## config.mk

```make
export PLATFORM = sky130hd
export DESIGN_NAME = zsr_mul
export DESIGN_NICKNAME = d
export VERILOG_FILES = /design/src/zsr_pkg.sv /design/src/zsr_mul.sv
export SDC_FILE = /design/constraint.sdc
export NUM_CORES = 2
export LEC_CHECK = 0
export BUFFER_PORTS_ARGS = -buffer_cell sky130_fd_sc_hd__buf_2
export CORE_ASPECT_RATIO = 1.25
export CORE_MARGIN = 1
export CORE_UTILIZATION = 30
export CTS_BUF_LIST = sky130_fd_sc_hd__clkbuf_2 sky130_fd_sc_hd__clkbuf_4 sky130_fd_sc_hd__clkbuf_8
export DETAILED_ROUTE_END_ITERATION = 6
export GPL_ROUTABILITY_DRIVEN = 0
export GPL_TIMING_DRIVEN = 1
export MAX_ROUTING_LAYER = met4
export SLEW_MARGIN = 20
export SYNTH_ARGS = -nofsm -noshare
export SYNTH_HDL_FRONTEND = slang
export SYNTH_SLANG_ARGS = --single-unit
```

## constraint.sdc

```tcl
create_clock -name aclk -period 33.1 [get_ports aclk]
set_input_delay 3.31 -clock aclk [delete_from_list [all_inputs] [get_ports aclk]]
set_output_delay 3.31 -clock aclk [all_outputs]
set_load 0.01 [all_outputs]
```

## src/zsr_pkg.sv

```systemverilog
// Shared types, codes and saturating arithmetic helpers for the Zolotarev sign evaluator.
// No dependencies.
`timescale 1ns / 1ps

package zsr_pkg;

    localparam int MAX_POLES = 32;
    localparam int FRAC_BITS = 32;
    localparam int WORD_W    = 64;
    localparam int POLE_W    = $clog2(MAX_POLES);
    localparam int SHIFT_W   = POLE_W + 1;
    localparam int DIVN_W    = WORD_W + FRAC_BITS;

    localparam logic [1:0] CMD_LOAD_NUM   = 2'd0;
    localparam logic [1:0] CMD_LOAD_SHIFT = 2'd1;
    localparam logic [1:0] CMD_EVAL       = 2'd2;
    localparam logic [1:0] CMD_NONE       = 2'd3;

    localparam logic [1:0] STAT_OK   = 2'd0;
    localparam logic [1:0] STAT_SAT  = 2'd1;
    localparam logic [1:0] STAT_ZERO = 2'd2;

    localparam logic [2:0] ADDR_POLE_COUNT = 3'd0;

    typedef struct packed {
        logic [WORD_W-1:0] value;
        logic              sat;
    } res_t;

    typedef enum logic [3:0] {
        ST_IDLE,
        ST_SQ,
        ST_SQ_WAIT,
        ST_RD,
        ST_ADD,
        ST_DIV,
        ST_DIV_WAIT,
        ST_NEXT,
        ST_E_RD,
        ST_E_ADD,
        ST_M1,
        ST_M1_WAIT,
        ST_M2,
        ST_M2_WAIT,
        ST_OUT
    } state_t;

    function automatic logic [WORD_W-1:0] magnitude(input logic [WORD_W-1:0] v);
        magnitude = v[WORD_W-1] ? (WORD_W'(0) - v) : v;
    endfunction

    // Apply sign to a wide magnitude, saturating to the signed word range.
    function automatic res_t pack(input logic neg, input logic [2*WORD_W-1:0] m);
        logic [WORD_W-1:0] lim;
        res_t r;
        lim = neg ? {1'b1, {(WORD_W-1){1'b0}}} : {1'b0, {(WORD_W-1){1'b1}}};
        if (m[2*WORD_W-1:WORD_W] != '0 || m[WORD_W-1:0] > lim) begin
            r.sat   = 1'b1;
            r.value = lim;
        end else begin
            r.sat   = 1'b0;
            r.value = neg ? (WORD_W'(0) - m[WORD_W-1:0]) : m[WORD_W-1:0];
        end
        pack = r;
    endfunction

    function automatic res_t add_sat(input logic [WORD_W-1:0] a, input logic [WORD_W-1:0] b);
        logic [WORD_W-1:0] s;
        res_t r;
        s = a + b;
        if (a[WORD_W-1] == b[WORD_W-1] && s[WORD_W-1] != a[WORD_W-1]) begin
            r.sat   = 1'b1;
            r.value = a[WORD_W-1] ? {1'b1, {(WORD_W-1){1'b0}}} : {1'b0, {(WORD_W-1){1'b1}}};
        end else begin
            r.sat   = 1'b0;
            r.value = s;
        end
        add_sat = r;
    endfunction

endpackage

```

## src/zsr_mul.sv

```systemverilog
// Fixed-point signed multiplier: four 32x32 partial products, accumulated one at a time.
// Depends on zsr_pkg.
`timescale 1ns / 1ps

module zsr_mul (
    input  logic                        aclk,
    input  logic                        aresetn,
    input  logic                        start,
    input  logic [zsr_pkg::WORD_W-1:0]  op_a,
    input  logic [zsr_pkg::WORD_W-1:0]  op_b,
    output logic                        done,
    output zsr_pkg::res_t               result
);

    localparam int HALF_W = zsr_pkg::WORD_W / 2;
    localparam int ACC_W  = 2 * zsr_pkg::WORD_W;

    logic [zsr_pkg::WORD_W-1:0] ma_reg, mb_reg;
    logic                       neg_reg;
    logic [ACC_W-1:0]           acc_reg;
    logic [1:0]                 cnt_reg;
    logic                       busy_reg, fin_reg, done_reg;
    zsr_pkg::res_t              result_reg;

    logic [HALF_W-1:0]          pa, pb;
    logic [2*HALF_W-1:0]        prod;
    logic [ACC_W-1:0]           pp;
    logic [ACC_W-1:0]           shifted;

    assign pa      = cnt_reg[0] ? ma_reg[zsr_pkg::WORD_W-1:HALF_W] : ma_reg[HALF_W-1:0];
    assign pb      = cnt_reg[1] ? mb_reg[zsr_pkg::WORD_W-1:HALF_W] : mb_reg[HALF_W-1:0];
    assign prod    = pa * pb;
    assign pp      = ACC_W'(prod) << (HALF_W * (int'(cnt_reg[0]) + int'(cnt_reg[1])));
    assign shifted = acc_reg >> zsr_pkg::FRAC_BITS;

    always_ff @(posedge aclk) begin
        if (!aresetn) begin
            busy_reg <= 1'b0;
            fin_reg  <= 1'b0;
            done_reg <= 1'b0;
            cnt_reg  <= '0;
        end else begin
            done_reg <= 1'b0;
            fin_reg  <= 1'b0;
            if (start) begin
                busy_reg <= 1'b1;
                cnt_reg  <= '0;
            end else if (busy_reg) begin
                cnt_reg <= cnt_reg + 2'd1;
                if (cnt_reg == 2'd3) begin
                    busy_reg <= 1'b0;
                    fin_reg  <= 1'b1;
                end
            end
            if (fin_reg) begin
                done_reg <= 1'b1;
            end
        end
    end

    always_ff @(posedge aclk) begin
        if (start) begin
            ma_reg  <= zsr_pkg::magnitude(op_a);
            mb_reg  <= zsr_pkg::magnitude(op_b);
            neg_reg <= op_a[zsr_pkg::WORD_W-1] ^ op_b[zsr_pkg::WORD_W-1];
            acc_reg <= '0;
        end else if (busy_reg) begin
            acc_reg <= acc_reg + pp;
        end
        if (fin_reg) begin
            result_reg <= zsr_pkg::pack(neg_reg, shifted);
        end
    end

    assign done   = done_reg;
    assign result = result_reg;

endmodule

```

**Word-level counts from Yosys, hierarchy flattened**

Cells that the tools add are included.

- Memory bits (writable): 0
- Input bits: 131
- Bits in registers: 327
- Memories kept: 0
- ROM bits: 0
- Output and inout bits: 66
- Logic and storage cells: 41
- Latch bits: 0

- Add/subtract/negate cells: 6
- Order comparisons: 1
- Multipliers: 1
- Equal/unequal tests: 1
- Div/mod/pow operators: 0
- Bitwise logic cells: 3
- Reduce and logical (&&, ||, !) cells: 4
- Shifts and indexed selects: 1
- Multiplexer cells: 12

Operators by type and width:

| operator | number |
|---|---|
| 1-bit by 64-bit subtractor with 64-bit output, first input constant | 3 |
| 128-bit adder | 1 |
| 64-bit two-way mux | 2 |
| 64-bit by 7-bit left shift with 128-bit output | 1 |
| 63-bit two-way mux | 2 |
| 65-bit two-way mux | 1 |
| 64-bit > comparator | 1 |
| 32-bit by 32-bit multiplier with 64-bit output | 1 |
| 32-bit two-way mux | 2 |
| 64-bit nonzero test | 1 |
| 1-bit two-way mux | 5 |
| 3-bit OR reduction | 1 |
| 1-bit by 1-bit adder with 2-bit output | 1 |
| 2-bit by 1-bit adder with 2-bit output, second input constant | 1 |
| 2-bit == test, second input constant | 1 |
| 1-bit NOT | 2 |
| 2-bit OR reduction | 1 |
| 1-bit logical OR | 1 |
| 1-bit XOR | 1 |

**Logic depth before layout (Yosys ltp)**

- Depth after elaboration: 4
- Depth in mapped cells: 51
- Gate-level depth less buffers: 47

**Worst setup path before layout**

Ideal clock, no wire load.

- Kind: register to register
- Start: reg cnt_reg[0]
- End: reg acc_reg[125]
- Cell stages (with the launch flop): 46
- Buffers on the path: 4
- Library setup time: 0.074 ns
- Arrival: 12.027 ns
- Slack: 20.999 ns
- Clock period less this slack: 12.101 ns
- Data required time: 33.026 ns
- Cell sequence: dfxtp_1 clkbuf_1 buf_1 mux2i_1 clkbuf_1 nor2_1 fa_1 inv_1 fa_1 fa_1 fa_1 inv_1 fa_1 inv_1 fa_1 inv_1 fa_1 fa_1 [10 not listed] a21oi_1 xor2_1 mux2i_1 and2_1 ha_1 clkbuf_1 nand4_1 nor3_1 nand3_1 or4_1 o21ba_2 o31ai_1 a21oi_1 o221a_2 o21ai_0 a211oi_1 xor2_1 o21ai_0

- Longest elaborated chain between the ends: 4
- Elaborated cells between the ends (all ways): 5
- Classes of those cells: 2 x add/sub; 1 x mul; 1 x shift; 1 x mux

Ends and longest elaborated chain:

| element | RTL line | text |
|---|---|---|
| from (decl) | zsr_mul.sv:21 | `logic [1:0] cnt_reg;` |
| from (signal assigned) | zsr_mul.sv:49 | `cnt_reg <= cnt_reg + 2'd1;` |
| 32-bit two-way mux | zsr_mul.sv:30 | `assign pa = cnt_reg[0] ? ma_reg[zsr_pkg::WORD_W-1:HALF_W] : ma_reg[HALF_W-1:0];` |
| 32-bit by 32-bit multiplier with 64-bit output | zsr_mul.sv:32 | `assign prod = pa * pb;` |
| 64-bit by 7-bit left shift with 128-bit output (*) | zsr_mul.sv:33 | `assign pp = ACC_W'(prod) << (HALF_W * (int'(cnt_reg[0]) + int'(cnt_reg[1])));` |
| 128-bit adder (*) | zsr_mul.sv:68 | `acc_reg <= acc_reg + pp;` |
| to (signal assigned) | zsr_mul.sv:68 |  |
| to (decl) | zsr_mul.sv:20 | `logic [ACC_W-1:0] acc_reg;` |

Mark *: on every way between the ends. The rest lies on a longest branch, timed or not.
A chain may end at the register's enable or synchronous reset.

**Final worst setup path**

- Start: reg cnt_reg[1]
- End: reg acc_reg[127]

- Longest elaborated chain between the ends: 4
- Elaborated cells between the ends (all ways): 5
- Classes of those cells: 2 x add/sub; 1 x mul; 1 x shift; 1 x mux

Ends and longest elaborated chain:

| element | RTL line | text |
|---|---|---|
| 32-bit two-way mux | zsr_mul.sv:31 | `assign pb = cnt_reg[1] ? mb_reg[zsr_pkg::WORD_W-1:HALF_W] : mb_reg[HALF_W-1:0];` |
| 32-bit by 32-bit multiplier with 64-bit output | zsr_mul.sv:32 |  |
| 64-bit by 7-bit left shift with 128-bit output (*) | zsr_mul.sv:33 |  |
| 128-bit adder (*) | zsr_mul.sv:68 |  |

Marked as above.

==> flow_summary.json <==
{
  "ys_top_cells_by_count": "919 x inv_1, 907 x nor2_1, 897 x fa_1, 718 x nand2_1, 458 x ha_1",
  "crit_top_cell": "fa_1",
  "period_share_pct": 44.60,
  "dr_wl_met3_um": 19970,
  "placed_area_mm2": 0.06145,
  "initial_core_util_pct": 30.28,
  "port_buffers": 196,
  "rsz0062_at_grt": "false",
  "min_delay_path_depth": 2,
  "fin_ws_ns": 18.34,
  "min_from": "acc_reg[110]$_SDFFE_PP0P_",
  "setup-violations-final": 0,
  "cp_slowest_cell": "dfxtp_4",
  "finalClockSkew_ns": 0.09202,
  "vias": 49530,
  "slew_headroom_pct": 19.05,
  "crit_path_max_fanout": 61,
  "cpPeakStageDelay_ns": 1.06,
  "clk_path_buf_depth": 3,
  "final_area_mm2": 0.06296,
  "htree_num_levels": 3,
  "pin_count": 197,
  "top_layer": "met4",
  "post_drt_wl_per_cell_um": 21.83,
  "setup_tns_ns": 0,
  "ys_top_cells_by_area": "fa_1 31%, edfxtp_1 10%, ha_1 9.9%",
  "end_kind": "flop",
  "cts_tree": "built",
  "final_util_pct": 33.00,
  "synth_most_common_cell": "inv_1",
  "drt-total-wl_um": 201600,
  "num-fill-cells": 19890,
  "ys_ff_latch": 327,
  "drt-vias-per-instance": 5.363,
  "synth_top_area_share_pct": 31.08,
  "grt_pass1_vias": 50680,
  "area_delta_synth_final_pct": 8.976,
  "synthFlopType": "edfxtp_1",
  "status": "complete, but fails checks",
  "worst_pin_slew_ns": 1.180,
  "critical_path_arrival_ns": 15.39,
  "layout_min_cycle_time_ns": 14.76,
  "synthCells": 6652,
  "hold_viol_final": 0,
  "r2r_slack_ns": 18.34,
  "fp.dieW_um": 394.5,
  "dp.final_hpwl_um": 158800,
  "async_reset_ff_share_pct": 0,
  "grt_pass1_wl_um": 303300,
  "cts.clk_slew.worst_paths_ns": 0.08,
  "post_cts_buffers": 0,
  "crit_family": "adder cells",
  "yosys_warnings": 0,
  "drtIter0Drc": 4287,
  "ys_seq_area_share_pct": 14.69,
  "netlist_area_mm2": 0.05778,
  "die_y_um": 492.6,
  "rr_endpoint": "acc_reg[127]$_SDFFE_PP0P_",
  "gr-total-overflow": 0,
  "wl_met1_um": 73770,
  "grt_util_all_layers_pct": 21.02,
  "ant_nets": 0,
  "coreArea_mm2": 0.1908,
  "drv_slew": 0,
  "reg2reg_from": "cnt_reg[1]$_SDFFE_PP0P_",
  "ctsHoldBuffers": 0,
  "ctsResizeCount": 0,
  "cp.depth": 43,
  "fmax_mhz": 67.75,
  "holdPathEnd": "acc_reg[110]$_SDFFE_PP0P_",
  "cts-root-buf": "clkbuf_8",
  "violations": "design-rule violations",
  "crit_buf_inv": 3,
  "synth_top_area_cell": "fa_1",
  "syn_nets": 8138,
  "r2r_cells": 43,
  "dp_slack_ns": 19.01,
  "hold_class": "flop to flop",
  "die_area_mm2": 0.1944,
  "insertion_delay_ns": 0.82,
  "ys_types": 76,
  "grt_max_degree": 88,
  "clock_sinks": 327,
  "startpoint_type": "flop",
  "rows": 179,
  "path_class": "flop to flop",
  "drive_gt1_share_pct": 8.136,
  "drtPass1Iterations": 7,
  "synth_edf_count": 194,
  "final_nets": 8136,
  "crit_required_ns": 33.73,
  "remaining_drc_errors": 2,
  "maxCapViolations": 0,
  "antenna_found_initial": 2,
  "numCtsBuffers": 66,
  "postSynthAreaPerCell_um2": 8.685,
  "wl_met2_um": 91800,
  "largest_register_ffs": 128
}
## worst max path at each step
| stage | slack (ns) | endpoint | start |
|---|---|---|---|
| 3_3_place_gp | 19.14 | acc_reg[127]$_SDFFE_PP0P_ | cnt_reg[1]$_SDFFE_PP0P_ |
| 6_report | 18.34 | acc_reg[127]$_SDFFE_PP0P_ | cnt_reg[1]$_SDFFE_PP0P_ |
| 3_5_place_dp | 19.01 | acc_reg[127]$_SDFFE_PP0P_ | cnt_reg[1]$_SDFFE_PP0P_ |
| 4_1_cts | 18.91 | acc_reg[127]$_SDFFE_PP0P_ | cnt_reg[1]$_SDFFE_PP0P_ |
| 5_1_grt | 18.18 | acc_reg[127]$_SDFFE_PP0P_ | cnt_reg[1]$_SDFFE_PP0P_ |
| 2_1_floorplan | 21.00 | acc_reg[125]$_SDFFE_PP0P_ | cnt_reg[0]$_SDFFE_PP0P_ |
## final cells by class
| type | instances | area, um^2 | area share, % |
|---|---|---|---|
| inverter | 921 | 3457 | 5.491 |
| clock buffer | 88 | 1117 | 1.775 |
| multi-input combinational | 5060 | 44750 | 71.07 |
| sequential | 327 | 8501 | 13.50 |
| antenna | 3 | 7.507 | 0.01192 |
| tap | 2534 | 3171 | 5.036 |
| clock inverter | 29 | 384.1 | 0.6101 |
| timing repair buffer | 274 | 1575 | 2.502 |
## cell usage in the layout (no fill, tap or decap), types with 63 or more instances in the layout
master / netlist / final
dfxtp_1: 133 / 129
a21oi_1: 308 / 308
xor2_1: 69 / 69
a21o_1: 139 / 139
mux2i_1: 141 / 100
nand4_1: 98 / 98
fa_1: 897 / 897
ha_1: 458 / 458
nand2_1: 718 / 717
clkbuf_8: 0 / 74
mux2_2: 71 / 71
edfxtp_1: 194 / 194
buf_4: 0 / 78
xnor2_1: 245 / 245
nor3_1: 63 / 63
nor2_1: 907 / 906
o21ai_0: 277 / 277
inv_1: 919 / 919
buf_2: 2 / 195
## per-stage QoR
step | cells | hold slack [ns]
after floorplan | 6652 | 0.4536
after global routing | 9235 | 0.5003
final | 9236 | 0.4791
after global placement | 9116 | 0.4729
after detailed placement | 9116 | 0.4753
after CTS | 9233 | 0.4840
## worst reg2reg max path: cells and delay by family, from the launching register on
kind / cells / cell delay (ns)
fa+ha+maj: 10 / 4.92
compound gates: 18 / 4.33
simple gates: 8 / 2.43
mux: 2 / 1.24
flops: 1 / 1.06
xor+xnor: 2 / 0.38
buf+inv: 3 / 0.18
## cells by family (layout without fill, tap and decap cells)
logic type               after synthesis  after routing  share of synthesized area [%]
flip-flops                           327            327                          14.69
other                                  0              3                              0
multiplexers                         212            212                          3.827
XOR/XNOR                             314            314                          4.760
AO/OA/AOI/OAI                       1088           1088                          11.86
adder cells (fa/ha/maj)             1355           1355                          41.00
buffers and inverters               1265           1312                          8.223
AND/OR/NAND/NOR                     2091           2091                          15.64
## per-layer routing
layer  GRT usage, %  up-vias
met5              -        -
met3          5.042      842
li1               -    21770
met1          23.55    24220
met2          33.36     2702
met4          13.87        0
Power is left out: the tool's default activity adds up to more than one toggle a clock period on the data nets, which glitch-free logic cannot reach.
