==> src/zsr_pkg.sv <==
// Shared types, codes and saturating arithmetic helpers for the Zolotarev sign evaluator.
// No dependencies.
`timescale 1ns / 1ps

package zsr_pkg;

    localparam int MAX_POLES = 32;
    localparam int FRAC_BITS = 32;
    localparam int WORD_W    = 64;
    localparam int POLE_W    = $clog2(MAX_POLES);
    localparam int SHIFT_W   = POLE_W + 1;
    localparam int DIVN_W    = WORD_W + FRAC_BITS;

    localparam logic [1:0] CMD_LOAD_NUM   = 2'd0;
    localparam logic [1:0] CMD_LOAD_SHIFT = 2'd1;
    localparam logic [1:0] CMD_EVAL       = 2'd2;
    localparam logic [1:0] CMD_NONE       = 2'd3;

    localparam logic [1:0] STAT_OK   = 2'd0;
    localparam logic [1:0] STAT_SAT  = 2'd1;
    localparam logic [1:0] STAT_ZERO = 2'd2;

    localparam logic [2:0] ADDR_POLE_COUNT = 3'd0;

    typedef struct packed {
        logic [WORD_W-1:0] value;
        logic              sat;
    } res_t;

    typedef enum logic [3:0] {
        ST_IDLE,
        ST_SQ,
        ST_SQ_WAIT,
        ST_RD,
        ST_ADD,
        ST_DIV,
        ST_DIV_WAIT,
        ST_NEXT,
        ST_E_RD,
        ST_E_ADD,
        ST_M1,
        ST_M1_WAIT,
        ST_M2,
        ST_M2_WAIT,
        ST_OUT
    } state_t;

    function automatic logic [WORD_W-1:0] magnitude(input logic [WORD_W-1:0] v);
        magnitude = v[WORD_W-1] ? (WORD_W'(0) - v) : v;
    endfunction

    // Apply sign to a wide magnitude, saturating to the signed word range.
    function automatic res_t pack(input logic neg, input logic [2*WORD_W-1:0] m);
        logic [WORD_W-1:0] lim;
        res_t r;
        lim = neg ? {1'b1, {(WORD_W-1){1'b0}}} : {1'b0, {(WORD_W-1){1'b1}}};
        if (m[2*WORD_W-1:WORD_W] != '0 || m[WORD_W-1:0] > lim) begin
            r.sat   = 1'b1;
            r.value = lim;
        end else begin
            r.sat   = 1'b0;
            r.value = neg ? (WORD_W'(0) - m[WORD_W-1:0]) : m[WORD_W-1:0];
        end
        pack = r;
    endfunction

    function automatic res_t add_sat(input logic [WORD_W-1:0] a, input logic [WORD_W-1:0] b);
        logic [WORD_W-1:0] s;
        res_t r;
        s = a + b;
        if (a[WORD_W-1] == b[WORD_W-1] && s[WORD_W-1] != a[WORD_W-1]) begin
            r.sat   = 1'b1;
            r.value = a[WORD_W-1] ? {1'b1, {(WORD_W-1){1'b0}}} : {1'b0, {(WORD_W-1){1'b1}}};
        end else begin
            r.sat   = 1'b0;
            r.value = s;
        end
        add_sat = r;
    endfunction

endpackage

==> src/zsr_div.sv <==
// Radix-2 restoring divider for (n << FRAC_BITS) / d, one quotient bit per cycle.
// Depends on zsr_pkg.
`timescale 1ns / 1ps

module zsr_div (
    input  logic                        aclk,
    input  logic                        aresetn,
    input  logic                        start,
    input  logic [zsr_pkg::WORD_W-1:0]  numer,
    input  logic [zsr_pkg::WORD_W-1:0]  denom,
    output logic                        done,
    output zsr_pkg::res_t               result
);

    localparam int NW    = zsr_pkg::DIVN_W;
    localparam int W     = zsr_pkg::WORD_W;
    localparam int CNT_W = $clog2(NW);

    logic [NW-1:0]    num_reg, q_reg;
    logic [W-1:0]     rem_reg, dm_reg;
    logic             neg_reg;
    logic [CNT_W-1:0] cnt_reg;
    logic             busy_reg, fin_reg, done_reg;
    zsr_pkg::res_t    result_reg;

    logic [W-1:0]     rem_sh;
    logic             take;

    assign rem_sh = {rem_reg[W-2:0], num_reg[NW-1]};
    assign take   = rem_reg[W-1] || (rem_sh >= dm_reg);

    always_ff @(posedge aclk) begin
        if (!aresetn) begin
            busy_reg <= 1'b0;
            fin_reg  <= 1'b0;
            done_reg <= 1'b0;
            cnt_reg  <= '0;
        end else begin
            fin_reg  <= 1'b0;
            done_reg <= fin_reg;
            if (start) begin
                busy_reg <= 1'b1;
                cnt_reg  <= CNT_W'(NW - 1);
            end else if (busy_reg) begin
                cnt_reg <= cnt_reg - 1'b1;
                if (cnt_reg == '0) begin
                    busy_reg <= 1'b0;
                    fin_reg  <= 1'b1;
                end
            end
        end
    end

    always_ff @(posedge aclk) begin
        if (start) begin
            num_reg <= {zsr_pkg::magnitude(numer), {zsr_pkg::FRAC_BITS{1'b0}}};
            dm_reg  <= zsr_pkg::magnitude(denom);
            neg_reg <= numer[W-1] ^ denom[W-1];
            rem_reg <= '0;
            q_reg   <= '0;
        end else if (busy_reg) begin
            num_reg <= {num_reg[NW-2:0], 1'b0};
            rem_reg <= take ? (rem_sh - dm_reg) : rem_sh;
            q_reg   <= {q_reg[NW-2:0], take};
        end
        if (fin_reg) begin
            result_reg <= zsr_pkg::pack(neg_reg, (2*W)'(q_reg));
        end
    end

    assign done   = done_reg;
    assign result = result_reg;

endmodule

==> config.mk <==
export PLATFORM = sky130hd
export DESIGN_NAME = zsr_div
export DESIGN_NICKNAME = d
export VERILOG_FILES = /design/src/zsr_pkg.sv /design/src/zsr_div.sv
export SDC_FILE = /design/constraint.sdc
export NUM_CORES = 1
export LEC_CHECK = 0
export BUFFER_PORTS_ARGS = -buffer_cell sky130_fd_sc_hd__buf_4
export CAP_MARGIN = 20
export CORE_MARGIN = 2
export CORE_UTILIZATION = 55
export CTS_CLUSTER_DIAMETER = 200
export DETAILED_ROUTE_END_ITERATION = 6
export GPL_TIMING_DRIVEN = 0
export PLACE_DENSITY = 0.77
export SKIP_LAST_GASP = 1
export SYNTH_ARGS = -nofsm -noshare
export SYNTH_HDL_FRONTEND = slang
export SYNTH_SLANG_ARGS = --single-unit
==> constraint.sdc <==
create_clock -name aclk -period 4.25 [get_ports aclk]
set_input_delay 0.2125 -clock aclk [delete_from_list [all_inputs] [get_ports aclk]]
set_output_delay 0.2125 -clock aclk [all_outputs]
set_load 0.005 [all_outputs]
## Yosys cells after proc, flatten, opt, wreduce, memory -nomap -nowiden

Cells that the tools add are included.

- Logic and storage cells: 44
- Register bits: 364
- Output and inout bits: 66
- Input bits: 131

- Bitwise operators: 3
- Reductions and logical operators: 7
- Muxes and demuxes: 14
- $add $sub $neg: 5
- $lt $le $gt $ge: 2

Operators with widths:

| cell | number |
|---|---|
| $mux 64 | 4 |
| $mux 96 | 2 |
| $sub 1x64->64 const A | 3 |
| $mux 65 | 1 |
| $ge 64x64->1 | 1 |
| $gt 64x64->1 | 1 |
| $sub 64x64->64 | 1 |
| $mux 63 | 1 |
| $reduce_bool 32->1 | 1 |
| $mux 7 | 2 |
| $logic_not 7->1 | 1 |
| $sub 7x1->7 const B | 1 |
| $mux 1 | 4 |
| $reduce_or 3->1 | 1 |
| $logic_or 1x1->1 | 2 |
| $not 1->1 | 2 |
| $reduce_bool 2->1 | 1 |
| $reduce_or 2->1 | 1 |
| $xor 1x1->1 | 1 |

## Logic depth before layout (Yosys ltp)

Gate-level depths: netlist of run 1.

- Word-level depth: 4
- Mapped depth: 17
- Mapped depth without buffers: 13

## Worst setup path before layout of run 1

OpenSTA, ideal clock, no wires.

- Path kind: flip-flop to flip-flop
- From: register neg_reg
- To: register result_reg, in the netlist result[59] (data pin)
- Required time: 3991 ps
- Data arrival time: 4326 ps
- Path slack: -335 ps
- Setup time: 259 ps
- Buffers on the path: 5
- Period minus slack after synthesis: 4585 ps
- Stages on the path, launching flop included: 17
- Cell sequence: edfxtp_1 clkbuf_1 inv_1 buf_1 ha_1 and4_1 nand2_1 nor4_1 a211oi_1 nand3_1 a31o_2 and2_1 clkbuf_1 clkbuf_1 clkbuf_1 o21ai_0 o31a_1

- Word-level cells in the longest chain between the ends: 4
- Elaborated cells between the ends (all ways): 5
- Classes of those cells: order compare (1); mux (3); reduce/logical (1)

RTL lines:

| what | line | RTL |
|---|---|---|
| from (decl) | zsr_div.sv:21 | `logic neg_reg;` |
| from (signal assigned) | zsr_div.sv:58 | `neg_reg <= numer[W-1] ^ denom[W-1];` |
| $mux 64 | zsr_pkg.sv:56 | `lim = neg ? {1'b1, {(WORD_W-1){1'b0}}} : {1'b0, {(WORD_W-1){1'b1}}};` |
| $gt 64x64->1 | zsr_pkg.sv:57 | `if (m[2*WORD_W-1:WORD_W] != '0 \|\| m[WORD_W-1:0] > lim) begin` |
| $logic_or 1x1->1 | zsr_pkg.sv:57 |  |
| $mux 65 * | zsr_pkg.sv:57 |  |
| to (signal assigned) | zsr_div.sv:67 | `result_reg <= zsr_pkg::pack(neg_reg, (2*W)'(q_reg));` |
| to (decl) | zsr_div.sv:24 | `zsr_pkg::res_t result_reg;` |

Mark *: on every way between the ends. The rest lies on a longest branch, timed or not.
A chain may end at the register's enable or synchronous reset.

## Worst setup path after layout of run 1

- From: register q_reg[0]
- To: register result_reg, in the netlist result[63] (data pin)

- Word-level cells in the longest chain between the ends: 3
- Elaborated cells between the ends (all ways): 5
- Classes of those cells: add/sub (1); order compare (1); mux (2); reduce/logical (1)

RTL lines:

| what | line | RTL |
|---|---|---|
| from (decl) | zsr_div.sv:19 | `logic [NW-1:0] num_reg, q_reg;` |
| from (signal assigned) | zsr_div.sv:64 | `q_reg <= {q_reg[NW-2:0], take};` |
| $sub 1x64->64 or $gt 64x64->1 (tied branches) | zsr_pkg.sv:62, zsr_pkg.sv:57 |  |
| $mux 64 or $logic_or 1x1->1 (tied branches) | zsr_pkg.sv:62, zsr_pkg.sv:57 |  |
| $mux 65 * | zsr_pkg.sv:57 |  |

Marked as above.

==> results of run 1 <==
## metrics by stage
step	cell area, sq um	cells	setup TNS [ps]	hold WS, ps	total power (W)
after detailed placement	25600	3339	-43280	436	0.00639
after CTS	27600	3479	-47.2	11.4	0.00987
final	27700	3480	0	33.1	0.00988
after floorplan	23400	2602	0	311	0.00568
after global placement	25500	3335	-80210	437	0.00631
after global routing	27700	3480	-31.3	26.4	0.0103
## power groups by stage
stage | clock [W] | combinational (W) | sequential, W
floorplan | 0 | 0.00157 | 0.00411
global placement | 0 | 0.00215 | 0.00415
detailed placement | 0 | 0.00224 | 0.00415
CTS | 0.00349 | 0.00232 | 0.00406
global route | 0.00363 | 0.00261 | 0.00409
finish | 0.00343 | 0.00238 | 0.00407
## layer usage
layer | global-route usage, % | up-vias | wire [um] | part of all wire [%]
li1 | - | 10300 | - | -
met1 | 40.1 | 10000 | 29000 | 43
met2 | 48.6 | 906 | 30800 | 46
met3 | 5.04 | 170 | 4900 | 7.3
met4 | 11.2 | 0 | 2220 | 3.3
met5 | 0 | - | 0 | 0
## logic make-up after synthesis
family          after synthesis  share of synthesized area [%]
compound gates              719                           20.0
xor+xnor                    177                           6.64
fa+ha+maj                   134                           7.21
buf+inv                     253                           4.07
flops                       364                           39.5
mux                         124                           5.34
simple gates                831                           17.2
## worst paths after layout
path | slack [ps] | from | end | depth (start not counted)
setup / recovery | 30 | q_reg[0] | result[63] | 13
hold / removal | 30 | denom[49] | dm_reg[49] | 2
setup reg to reg | 30 | q_reg[0] | result[63] | 13
hold reg to reg | 500 | q_reg[95] | q_reg[95] | 2
## cell type report
type,count,area [sq um]
Fill cell,3382,14200
Multi-Input combinational cell,1985,13300
Sequential cell,364,9240
Timing Repair Buffer,264,2200
Clock buffer,54,1180
Tap cell,539,674
Buffer,146,607
Inverter,106,400
Clock inverter,22,136
## synthesized netlist by cell type, drive strengths merged (24+ instances only)
cell,instances
o21ai,136
xor2,93
or3,49
nor2,344
a21oi,225
o31ai,45
or4,35
nor2b,25
nand3,24
nand2,131
o41ai,26
xnor2,84
inv,106
clkbuf,134
o21a,28
a21o,59
a221o,41
dfxtp,170
nand4,39
ha,133
nor4,27
edfxtp,194
mux2i,119
a211oi,58
nor3,72
## critical path, cell delays in order (launching register included)
cell,delay (ps)
sky130_fd_sc_hd__dfxtp_4,350
sky130_fd_sc_hd__inv_2,80
sky130_fd_sc_hd__ha_4,130
sky130_fd_sc_hd__or3b_4,380
sky130_fd_sc_hd__or4_4,440
sky130_fd_sc_hd__or4_4,450
sky130_fd_sc_hd__or3_4,400
sky130_fd_sc_hd__buf_6,140
sky130_fd_sc_hd__or3_4,360
sky130_fd_sc_hd__nor2_4,140
sky130_fd_sc_hd__nand2_4,80
sky130_fd_sc_hd__or4_4,530
sky130_fd_sc_hd__nor2b_1,140
sky130_fd_sc_hd__a221o_1,310
## timing repair
action | CTS | global route
endpoints found under the hold margin | 63 | 0
pin swaps | 2 | 5
setup endpoints to repair | 120 | 57
hold buffers | 62 | 0
resized for setup | 25 | 19
buffers inserted | 3 | 1
==> impl_metrics.py, run 1 <==
metrics = {
    "run_status": {
        "status": "complete, but fails checks",
        "violations_in_the_final_reports": "DRC",
    },
    "yosys": {
        "synthArstFlopShare_pct": 0,
        "post_synthesis_instance_total": 2602,
        "synth_cell_type_count": 72,
        "synth.top_cells.by_area": "sky130_fd_sc_hd__edfxtp_1 25%, sky130_fd_sc_hd__dfxtp_1 15%, sky130_fd_sc_hd__ha_1 7.1%, sky130_fd_sc_hd__nor2_1 5.5%, sky130_fd_sc_hd__mux2i_1 5.1%",
        "synth_seq_cells": 364,
        "synth.avg_cell_area_sq_um": 8.98,
        "synth_edf_count": 194,
        "synth_seq_area_share_pct": 39.5,
        "synth_warnings": 0,
        "synth-main-ff-cell": "sky130_fd_sc_hd__edfxtp_1",
        "netlist.top_cell.by_area": "sky130_fd_sc_hd__edfxtp_1",
        "synth.top_cell.area_share_pct": 24.9,
        "synthesis.nets": 2867,
        "synth_area_sq_mm": 0.0234,
    },
    "critical_path": {
        "worstPathRequired_ps": 4550,
        "end_kind": "flip-flop",
        "critical_path_arrival_ps": 4520,
        "worst_path_fanout_max": 7,
        "criticalPathCategory": "flip-flop to flip-flop",
        "element_type_at_the_critical_path_start": "flip-flop",
    },
    "floorplan": {
        "fp.coreArea_sq_mm": 0.0419,
        "floorplan.die.width_um": 210,
        "top_level_ports": 197,
        "initial_utilization_pct": 55.7,
        "design.die.area_sq_mm": 0.0441,
        "die_height_um": 210,
        "std_cell_rows": 75,
    },
    "grt": {
        "grt_antenna_before_repair": 1,
        "first_global_vias": 20600,
        "global_route_wire_length_before_repair_um": 107000,
        "grtUsageTotal_pct": 29.9,
        "grt_remaining_overflow": 0,
        "maximum_number_of_pins_on_one_net_before_global_route_repair": 67,
    },
    "clock_tree": {
        "tritoncts": "yes",
        "h-tree-depth": 2,
        "cts_max_path_buffers": 3,
        "worstSkewPairLatency_ps": 580,
        "clk_root_buffer_cell": "sky130_fd_sc_hd__clkbuf_16",
        "clkTransAtPathRegs_ps": 60,
        "sink_count": 364,
        "cts_made_buffers": 42,
    },
    "timing": {
        "finalSetupViolations": 0,
        "final_hold_viol_count": 0,
        "worstMarginPinSlew_ps": 942,
        "period_needed_ps": 4220,
        "setup_skew_ps": 25.9,
        "post-route-worst-setup-slack_ps": 27.4,
        "final-max-slew-violation-count": 0,
        "min_period_over_period_pct": 99.4,
        "fmax_mhz": 237,
        "rsz0062_at_grt": "true",
        "max-slew-margin-rel_pct": 37.2,
    },
    "cells_and_area": {
        "mostFrequentLayoutCell": "sky130_fd_sc_hd__nor2_1",
        "layout.cells.most_common_list": "341 x sky130_fd_sc_hd__nor2_1, 224 x sky130_fd_sc_hd__a21oi_1, 199 x sky130_fd_sc_hd__buf_4",
        "area_growth_pct": 18.6,
        "antenna-diode-count": 0,
        "final_core_util_pct": 66.0,
        "drive_gt1_share_pct": 11.7,
        "final_nets": 3174,
        "largest_reg_flops": 96,
    },
    "pwr": {
        "vdd_drop_max_v": 0.000229,
        "power_leakage_nw": 11.6,
        "fraction_of_power_spent_switching_nets_pct": 30.6,
        "net_switching_w": 0.00302,
        "seqPwrFrac_pct": 41.2,
        "clockPowerShare_pct": 34.7,
        "power.density_cell_area_mw_per_mm2": 357,
        "share_comb_of_total_power_pct": 24.1,
        "internal_power_w": 0.00686,
    },
    "placement": {
        "placement.setup.worst_slack_ps": -655,
        "hpwl_um": 50000,
        "gp_congestion": 0.991,
        "port_buffers": 194,
    },
    "drt": {
        "remaining_drc_errors": 10,
        "drtAntennaViolNets": 0,
        "drt-initial-drc-count": 1863,
        "detail_route.wl_per_cell_um": 19.2,
        "dr_total_vias": 21400,
        "wl_um": 66900,
        "drt_first_pass_iters": 7,
        "detail_route.vias_per_cell": 6.14,
    },
    "min_path": {
        "hold_crit_class": "input port to flip-flop",
    },
    "flow_run": {
        "drv_cap": 0,
    },
}
Power figures use the tool's default switching activity.
==> run 2: changes to the inputs <==
Settings changed: PLACE_DENSITY 0.77 to 0.74.
Clock period 4.25 ns to 5.03 ns, I/O delays scaled along.
==> run 2 against run 1 <==
The run now ends clean. Sequential cell count unchanged. Worst setup slack improved by 250 ps. Non-clock buffer count decreased by 22. Combinational power down 17%. Core utilization decreased by 0.73 points. First-iteration DRC count shrank 7.9%. Largest power group unchanged.
==> impl_metrics.py, run 2 (synthesized netlist as in run 1, its figures left out) <==
metrics = {
    "run_status": {
        "status": "complete, no violations",
    },
    "floorplan": {
        "fp.coreArea_sq_mm": 0.0419,
        "top_level_ports": 197,
        "initial_utilization_pct": 55.7,
        "std_cell_rows": 75,
        "design.die.area_sq_mm": 0.0441,
        "die_height_um": 210,
        "floorplan.die.width_um": 210,
    },
    "cells_and_area": {
        "mostFrequentLayoutCell": "sky130_fd_sc_hd__nor2_1",
        "antenna-diode-count": 0,
        "post-route-cell-area_sq_mm": 0.0274,
        "largest_reg_flops": 96,
        "final_nets": 3150,
        "layout.cells.most_common_list": "343 x sky130_fd_sc_hd__nor2_1, 225 x sky130_fd_sc_hd__a21oi_1, 195 x sky130_fd_sc_hd__buf_4",
        "area_growth_pct": 17.3,
        "drive_gt1_share_pct": 10.6,
    },
    "grt": {
        "grt_remaining_overflow": 0,
        "global_route_wire_length_before_repair_um": 105000,
        "maximum_number_of_pins_on_one_net_before_global_route_repair": 67,
        "grt_antenna_before_repair": 0,
        "first_global_vias": 20200,
        "grtUsageTotal_pct": 29.6,
    },
    "pwr": {
        "power_leakage_nw": 11.4,
        "power.density_cell_area_mw_per_mm2": 308,
        "power.total_w": 0.00845,
        "vdd_drop_max_v": 0.000285,
    },
    "critical_path": {
        "worst_path_fanout_max": 6,
        "critical_path_arrival_ps": 5060,
        "element_type_at_the_critical_path_start": "flip-flop",
        "worstPathRequired_ps": 5340,
        "end_kind": "flip-flop",
        "criticalPathCategory": "flip-flop to flip-flop",
    },
    "clock_tree": {
        "worstSkewPairLatency_ps": 580,
        "clk_root_buffer_cell": "sky130_fd_sc_hd__clkbuf_16",
        "cts_made_buffers": 40,
        "cts_max_path_buffers": 3,
        "sink_count": 364,
        "clkTransAtPathRegs_ps": 60,
        "h-tree-depth": 2,
        "tritoncts": "yes",
    },
    "placement": {
        "gp_congestion": 0.966,
        "placedInstanceArea_sq_mm": 0.0256,
        "hpwl_um": 49800,
        "port_buffers": 194,
    },
    "drt": {
        "detail_route.wl_per_cell_um": 19.3,
        "drtAntennaViolNets": 0,
        "dr_total_vias": 21400,
        "drt-initial-drc-count": 1716,
        "drt_first_pass_iters": 5,
        "wl_um": 66600,
        "detail_route.vias_per_cell": 6.18,
        "remaining_drc_errors": 0,
    },
    "timing": {
        "worstMarginPinSlew_ps": 1120,
        "final-max-slew-violation-count": 0,
        "rsz0062_at_grt": "false",
        "max-slew-margin-rel_pct": 24.6,
        "hold_ws_ps": 15.3,
        "totalNegativeSetupSlack_ps": 0,
        "min_period_over_period_pct": 94.4,
        "setup_skew_ps": 26.0,
        "period_needed_ps": 4750,
        "final_hold_viol_count": 0,
        "finalSetupViolations": 0,
        "fmax_mhz": 211,
    },
    "min_path": {
        "hold_crit_class": "input port to flip-flop",
    },
    "flow_run": {
        "drv_cap": 0,
    },
}
==> run 2: power by group <==
part | switching (W) | internal, W | leakage, nW
Clock | 0.00125 | 0.00178 | 0.661
Sequential | 0.0000983 | 0.00334 | 3.24
Combinational | 0.00120 | 0.000775 | 7.52
==> run 2: per-stage QoR <==
stage / utilization [%] / worst slack, ps / instances
5_1_grt: 65.3 / 93.1 / 3455
2_1_floorplan: - / 445 / 2602
4_1_cts: 65.3 / 22.2 / 3456
3_3_place_gp: 60.8 / -1600 / 3335
6_report: 65.3 / 280 / 3455
3_5_place_dp: 61.0 / -838 / 3339
==> run 2: worst max-delay path, cell delays in order (launching register included) <==
cell,delay [ps]
sky130_fd_sc_hd__dfxtp_1,380
sky130_fd_sc_hd__inv_1,110
sky130_fd_sc_hd__ha_1,190
sky130_fd_sc_hd__or3b_4,390
sky130_fd_sc_hd__or4_4,440
sky130_fd_sc_hd__nor4_1,480
sky130_fd_sc_hd__nand2_1,180
sky130_fd_sc_hd__or4_1,480
sky130_fd_sc_hd__o41ai_1,920
sky130_fd_sc_hd__a21boi_1,500
sky130_fd_sc_hd__nand4_1,120
sky130_fd_sc_hd__or3b_2,220
sky130_fd_sc_hd__a21oi_1,60
==> run 2: path summary, 6_finish.rpt <==
| kind | start | end | slack (ps) | depth (start not counted) |
|---|---|---|---|---|
| max reg2reg | q_reg[1] | result[61] | 280 | 12 |
| min | numer[0] | num_reg[32] | 20 | 2 |
| max | q_reg[1] | result[61] | 280 | 12 |
| min reg2reg | rem_reg[6] | rem_reg[6] | 510 | 2 |
==> run 2: final cells by class <==
class	instances	area [sq um]
clock inverter	17	191
sequential	364	9230
timing repair buffer	242	1990
multi-input combinational	1985	13200
buffer	146	562
tap	539	674
clock buffer	56	1160
inverter	106	398
fill	3491	14600
==> run 2: layer usage <==
layer / wire, um / global-route usage (%) / share of wire [%] / vias to the layer above
met5: 0 / 0 / 0 / -
met4: 2250 / 11.3 / 3.4 / 0
met3: 4680 / 4.16 / 7.0 / 148
met2: 30600 / 47.6 / 46 / 901
met1: 29100 / 40.6 / 44 / 10100
li1: - / - / - / 10200
==> run 2: timing repair <==
action / in CTS / in global routing
setup endpoints to repair: 65 / 57
pin swaps: 0 / 0
endpoints found under the hold margin: 44 / 0
resized for setup: 7 / 5
buffers inserted: 1 / 0
hold buffers: 43 / 0
